`src/rtl/alle_pkg.sv`:
```
// Package for the array linked list engine: sizes, operation and status codes,
// and the controller-to-datapath command structs. No dependencies.
package alle_pkg;

  localparam int SLOTS      = 128;
  localparam int VALUE_BITS = 32;
  localparam int SLOT_BITS  = $clog2(SLOTS);
  localparam int USED_BITS  = $clog2(SLOTS + 1);

  typedef logic [SLOT_BITS-1:0]  slot_t;
  typedef logic [USED_BITS-1:0]  used_t;
  typedef logic [VALUE_BITS-1:0] value_t;

  localparam logic [2:0] OP_PUSH_FRONT = 3'd0;
  localparam logic [2:0] OP_PUSH_BACK  = 3'd1;
  localparam logic [2:0] OP_INSERT     = 3'd2;
  localparam logic [2:0] OP_ERASE      = 3'd3;
  localparam logic [2:0] OP_POP_FRONT  = 3'd4;
  localparam logic [2:0] OP_POP_BACK   = 3'd5;

  localparam logic [1:0] ST_OK      = 2'd0;
  localparam logic [1:0] ST_FULL    = 2'd1;
  localparam logic [1:0] ST_BADSLOT = 2'd2;
  localparam logic [1:0] ST_EMPTY   = 2'd3;

  localparam slot_t HEAD = slot_t'(0);
  localparam slot_t TAIL = slot_t'(1);

  // Datapath micro-operations.
  typedef enum logic [3:0] {
    DP_NOP,
    DP_CAPTURE,      // latch inputs, read links of head, tail, idx
    DP_RESOLVE,      // pick victim / neighbors from read data
    DP_LINK_NEW,     // write new slot, bump count
    DP_UNLINK,       // splice victim out
    DP_READ_LAST,    // read links and value of last slot
    DP_MOVE,         // copy last into hole, repoint its neighbors
    DP_SHRINK,       // drop count
    DP_READ_ENDS,    // read head/tail links
    DP_READ_VALS,    // read front/back values
    DP_CLEAR         // clearing pass step
  } dp_op_t;

  typedef struct packed {
    dp_op_t     op;
    logic [1:0] status;
    logic       report_slot;
  } alle_cmd_t;

  typedef struct packed {
    logic       empty;
    logic       full;
    logic       idx_ins_bad;
    logic       idx_era_bad;
    logic       victim_is_last;
    logic       clear_done;
  } alle_stat_t;

endpackage

```
`src/rtl/alle_ctrl.sv`:
```
// Controller of the array linked list engine: sequences datapath steps per
// item. Depends on alle_pkg.
module alle_ctrl (
  input  logic                 clk,
  input  logic                 rst,
  input  logic                 start,
  input  logic [2:0]           operation,
  input  alle_pkg::alle_stat_t stat,
  output alle_pkg::alle_cmd_t  cmd,
  output logic                 busy,
  output logic                 done,
  output logic [1:0]           status
);
  import alle_pkg::*;

  typedef enum logic [3:0] {
    S_CLEAR, S_IDLE, S_DECIDE, S_VREAD, S_UNLINK, S_LREAD, S_MOVE,
    S_SHRINK, S_LINK, S_ENDS, S_VALS, S_DONE
  } state_t;

  state_t     state;
  logic [2:0] op;
  logic [1:0] st;

  always_comb begin
    cmd.op = DP_NOP; cmd.status = st; cmd.report_slot = 1'b0;
    case (state)
      S_CLEAR:  cmd.op = DP_CLEAR;
      S_IDLE:   cmd.op = start ? DP_CAPTURE : DP_NOP;
      S_DECIDE: cmd.op = DP_RESOLVE;
      S_VREAD:  cmd.op = DP_RESOLVE;
      S_LREAD:  cmd.op = DP_READ_LAST;
      S_UNLINK: cmd.op = DP_UNLINK;
      S_MOVE:   cmd.op = DP_MOVE;
      S_SHRINK: cmd.op = DP_SHRINK;
      S_LINK:   begin cmd.op = DP_LINK_NEW; cmd.report_slot = 1'b1; end
      S_ENDS:   cmd.op = DP_READ_ENDS;
      S_VALS:   cmd.op = DP_READ_VALS;
      default:  cmd.op = DP_NOP;
    endcase
  end

  assign busy   = (state != S_IDLE);
  assign status = st;

  always_ff @(posedge clk) begin
    if (rst) begin
      state <= S_CLEAR; op <= '0; st <= ST_OK; done <= 1'b0;
    end else begin
      done <= 1'b0;
      case (state)
        S_CLEAR: if (stat.clear_done) state <= S_IDLE;
        S_IDLE: if (start) begin
          op <= operation; state <= S_DECIDE;
        end
        S_DECIDE: begin
          st <= ST_OK;
          state <= S_ENDS;
          case (op)
            OP_PUSH_FRONT, OP_PUSH_BACK:
              if (stat.full) st <= ST_FULL; else state <= S_LINK;
            OP_INSERT:
              if (stat.idx_ins_bad) st <= ST_BADSLOT;
              else if (stat.full) st <= ST_FULL;
              else state <= S_LINK;
            OP_ERASE:
              if (stat.empty) st <= ST_EMPTY;
              else if (stat.idx_era_bad) st <= ST_BADSLOT;
              else state <= S_VREAD;
            OP_POP_FRONT, OP_POP_BACK:
              if (stat.empty) st <= ST_EMPTY; else state <= S_VREAD;
            default: st <= ST_BADSLOT;
          endcase
        end
        S_VREAD:  state <= S_LREAD;   // victim links read this cycle
        S_LREAD:  state <= S_UNLINK;  // neighbors loaded, last slot read
        S_UNLINK: state <= stat.victim_is_last ? S_SHRINK : S_MOVE;
        S_MOVE:   state <= S_SHRINK;
        S_SHRINK: state <= S_ENDS;
        S_LINK:   state <= S_ENDS;
        S_ENDS:   state <= S_VALS;
        S_VALS:   begin state <= S_DONE; done <= 1'b1; end
        S_DONE:   state <= S_IDLE;
        default:  state <= S_IDLE;
      endcase
    end
  end

  // Splice and move must not run while the list is empty.
  assert property (@(posedge clk) disable iff (rst)
    (state == S_UNLINK) |-> !stat.empty)
    else $error("unlink on empty list");
  // A result strobe follows the value read step.
  assert property (@(posedge clk) disable iff (rst)
    done |-> $past(state == S_VALS))
    else $error("strobe out of sequence");
  // Link a new slot only while the table has room.
  assert property (@(posedge clk) disable iff (rst)
    (state == S_LINK) |-> !stat.full)
    else $error("link into full table");

endmodule

```
`config.mk`:
```
export PLATFORM = sky130hd
export DESIGN_NAME = alle_ctrl
export DESIGN_NICKNAME = d
export VERILOG_FILES = /design/src/rtl/alle_pkg.sv /design/src/rtl/alle_ctrl.sv
export SDC_FILE = /design/constraint.sdc
export NUM_CORES = 1
export LEC_CHECK = 0
export ABC_CLOCK_PERIOD_IN_PS = 2500
export BUFFER_PORTS_ARGS = -buffer_cell sky130_fd_sc_hd__buf_2
export CAP_MARGIN = 5
export CORE_AREA = 2 2 48 50
export CTS_BUF_LIST = sky130_fd_sc_hd__clkbuf_4 sky130_fd_sc_hd__clkbuf_8
export CTS_CLUSTER_DIAMETER = 80
export DETAILED_ROUTE_END_ITERATION = 8
export DIE_AREA = 0 0 50 52
export PLACE_DENSITY = 0.58
export SLEW_MARGIN = 5
export SYNTH_ARGS = -nofsm -noshare
export SYNTH_HDL_FRONTEND = slang
export SYNTH_SLANG_ARGS = --single-unit
```
`constraint.sdc`:
```
create_clock -name clk -period 2.5 [get_ports clk]
set_input_delay 0.25 -clock clk [delete_from_list [all_inputs] [get_ports clk]]
set_output_delay 0.25 -clock clk [all_outputs]
set_load 0.01 [all_outputs]
```
# Yosys cells after proc, flatten, opt, wreduce, memory -nomap -nowiden
# Index checks and enable logic that the tools add are counted.
# W data, S select, Z words.
[totals] in_bits=12 regBits=10 elab_cells=50 output_inout_bits=11
[op_classes] eq_ne=18 n_reduce_logical=8 n_mux=20
[op_table] cell="$pmux W4 S10" n=2
[op_table] cell="$mux W4" n=5
[op_table] cell="$eq A4 B3 Y1 const B" n=4
[op_table] cell="$pmux W4 S4" n=1
[op_table] cell="$eq A4 B4 Y1 const B" n=3
[op_table] cell="$eq A4 B2 Y1 const B" n=2
[op_table] cell="$mux W2" n=4
[op_table] cell="$pmux W2 S4" n=1
[op_table] cell="$reduce_or A2 Y1" n=4
[op_table] cell="$mux W1" n=7
[op_table] cell="$eq A3 B2 Y1 const B" n=2
[op_table] cell="$eq A3 B3 Y1 const B" n=2
[op_table] cell="$eq A4 B1 Y1 const B" n=1
[op_table] cell="$logic_not A4 Y1" n=1
[op_table] cell="$ne A2 B2 Y1 const B" n=2
[op_table] cell="$ne A4 B1 Y1 const B" n=1
[op_table] cell="$reduce_and A2 Y1" n=2
[op_table] cell="$eq A3 B1 Y1 const B" n=1
[op_table] cell="$logic_not A3 Y1" n=1

# Logic depth before layout (Yosys ltp)
[logic_depth] ltp_word=4 depth_mapped=5

# Worst setup path before layout
# No wires, ideal clock.
[synth_path] path_type="register -> output" from="reg state[1]" to="out cmd[3] (netlist name)" stages_incl_launch_ff=5 t_arrival_ps=1389 path_slack_ps=861 path_cell_list="dfxtp_1 buf_6 nor4b_1 inv_1 o211ai_1"
[synth_lines] element="start: declaration" line_no="alle_ctrl.sv:21" rtl="state_t state;"
[synth_lines] element="start signal: assignment" line_no="alle_ctrl.sv:77" rtl="S_UNLINK: state <= stat.victim_is_last ? S_SHRINK : S_MOVE;"
[synth_lines] element="end: declaration" line_no="alle_ctrl.sv:9" rtl="output alle_pkg::alle_cmd_t cmd,"

==> impl_metrics.csv <==
group,metric,value,unit
sta,setup_viol,0,
die,core-area,2110,um2
sta,rsz0062_at_grt,"false",
sta,fin_tns_setup,0,ns
worst_setup_path,path_class,"reg2out",
synth,synth-edff-count,0,
final_layout,area_growth,21.0,%
final_layout,diodes,0,
worst_setup_path,worstPathRequired,2.25,ns
worst_setup_path,start_kind,"flip-flop",
worst_setup_path,crit_buf_inv,2,
routing,ant_nets,0,
sta,slew_violations,0,
global_route,antenna_found_initial,0,
power,p_leak,0.333,nW
clocking,cts_tree,"built",
synth,syn_nets,98,
routing,vias,721,
final_layout,fin_util,0.400,
global_route,gr-total-overflow,0,
final_layout,final_cell_count_no_fill,134,
placed_design,dp.cells,130,
power,vdd_drop_max,0.590,mV
worst_setup_path,crit_path_top_delay_cell,"nor4b_1",
sta,relSlewSlack,0.571,
final_layout,fillCellCount,216,
synth,yosysTopAreaCellShare,0.288,
run_status,status,"complete, no violations",
placed_design,io_buffers,22,
global_route,gr-usage-met2,0.208,
power,power.density,948,nW/um2
worst_setup_path,r2r-end,"op[2]$_SDFFE_PP0P_",
sta,period_needed,2.21,ns
routing,wl,1.60,mm
worst_setup_path,cp_cell_sequence,"nor4b_1 -> inv_1 -> o211ai_1 -> buf_2",
final_layout,layout.nets,119,
clocking,max-clock-path-buffers,2,
routing,first_pass_iters,4,
synth,synth_area_per_cell,8.09,um2
routing,viasPerCell,5.38,
worst_setup_path,arrival,1.96,ns
placed_design,gp_congestion,0.719,
worst_setup_path,r2r_cells,4,
die,fp.dieArea,2600,um2
clocking,holdBufCountCts,0,
sta,post-route-period-util,0.882,
die,die_w,50,um
worst_setup_path,crit_family,"simple AND/OR/NAND/NOR gates",
global_route,grt_pass1_wl,2.64,mm
synth,synth_top_area_cell,"dfxtp_1",
global_route,grt_use_total,0.134,
sta,worst_pin_slew,0.634,ns
global_route,grt_max_degree,21,
clocking,root_buffer,"clkbuf_4",
sta,hold_violations,0,
synth,synth-seq-cells,10,
die,initial_core_util,0.330,
synth,mappedNetlistArea,696,um2
global_route,top_usage_layer,"met2",
synth,yosys-top-cells-area,"dfxtp_1 29%, a21oi_1 5.0%, o21ai_0 5.0%, or3b_2 3.8%, nand2b_1 3.6%",
routing,wl_per_cell,11.9,um
worst_setup_path,slowest_delay,0.59,ns
synth,yosys_warnings,0,
worst_setup_path,r2r_slack,0.77,ns
run,drv_cap,0,
clocking,cts_made_buffers,3,
global_route,use_met3,0.0287,
synth,yosysMostFrequentCell,"dfxtp_1",
clocking,cts_resized,0,
clocking,clk_pin_slew,0.07,ns
placed_design,hpwl,1.19,mm
clocking,cts_setup_buffers,0,
synth,synth_cell_types,39,
synth,synth_cells,86,
synth,synth_common_cells,"10 x dfxtp_1, 7 x a21oi_1, 7 x o21ai_0, 5 x inv_1",
clocking,clock-sinks,10,
min_path,hold_end,"op[2]$_SDFFE_PP0P_",
clocking,clkLatencyLatePin,0.26,ns
die,die_h,52,um
clocking,htree_levels,1,
sta,fmax,0.453,GHz
final_layout,drive_gt1_frac,0.321,
min_path,hold_start,"rst",
sta,finClkSkew,0.00360,ns
worst_setup_path,r2r-start,"state[0]$_SDFFE_PP0P_",
power,power,0.000798,W
synth,synthArstFlopShare,0,
worst_setup_path,worstPathMaxFanout,16,
global_route,grt_pass1_vias,605,
synth,yosysSeqAreaShare,0.288,
die,rows,17,
routing,drcViolationCount,0,
min_path,hp-class,"in2reg",
min_path,hold_path_depth,2,
routing,drt_iter0_drc,15,
synth,synth_ff_type,"dfxtp_1",
die,ios,23,
worst_setup_path,end_kind,"output port",
global_route,use_met1,0.168,
-- final cells by class --
class                           count  area (um2)  area share
Clock buffer                        4        36.3      0.0431
Inverter                            5        18.8      0.0223
Multi-Input combinational cell     64         434       0.516
Sequential cell                    10         200       0.238
Tap cell                           28        35.0      0.0416
Timing Repair Buffer               23         118       0.140
-- state kept, by name (all words and copies together), names as in the netlist --
name,cells
op,3
state,4
status,2
done,1
-- cells by family (layout without fill, tap and decap cells) --
kind of cell           Yosys count  after routing  share of synthesized area
muxes                            2              2                     0.0288
DFF                             10             10                      0.288
buffers and inverters           12             32                     0.0881
AOI/OAI and AO/OA               32             32                      0.324
and+or+nand+nor                 30             30                      0.272
-- worst max path at each step --
stage,from,to,slack (ns),cells past startpoint
2_1_floorplan,state[1]$_SDFFE_PP0P_,cmd[3],0.86,4
3_3_place_gp,state[0]$_SDFFE_PP0P_,cmd[3],0.65,4
3_5_place_dp,state[0]$_SDFFE_PP0P_,cmd[3],0.61,4
4_1_cts,state[0]$_SDFFE_PP0P_,cmd[3],0.29,4
5_1_grt,state[0]$_SDFFE_PP0P_,cmd[3],0.1,4
6_report,state[0]$_SDFFE_PP0P_,cmd[3],0.29,4
-- power breakdown --
group          switching (W)  total, W  internal (W)
clock              0.0000578  0.000146     0.0000884
sequential         0.0000974  0.000293      0.000196
combinational       0.000177  0.000359      0.000182
total               0.000332  0.000798      0.000466
-- stage by stage --
step	cell area [um2]	hold WS [ns]	setup WS [ns]
6_report	842	0.230	0.295
2_1_floorplan	696	0.319	0.861
5_1_grt	842	0.220	0.0993
3_3_place_gp	806	0.512	0.650
3_5_place_dp	806	0.506	0.610
4_1_cts	842	0.216	0.290
-- routing by layer --
layer  share of wire  wire [um]  up-vias
met1            0.47        750      336
met5               0          0        -
li1                -          -      368
met2            0.48        770       15
met3           0.035         56        2
met4           0.011         18        0
-- placed cells by master (no fill, tap or decap), types with 2 or more instances in the layout --
cell type  netlist  layout
nand2_1          2       2
dfxtp_1         10      10
or2_2            2       2
nand3b_1         2       2
nor4b_1          2       2
clkbuf_4         0       3
mux2i_1          2       2
inv_1            5       5
o21ai_0          7       7
nor2b_1          3       3
a21oi_1          7       7
o31ai_1          2       2
buf_2            1      22
nand3_1          4       4
a21o_1           2       2
nand2b_1         4       4
or3b_2           3       3
nor2_1           3       3
Note: power is estimated with default switching activity, not from simulation.
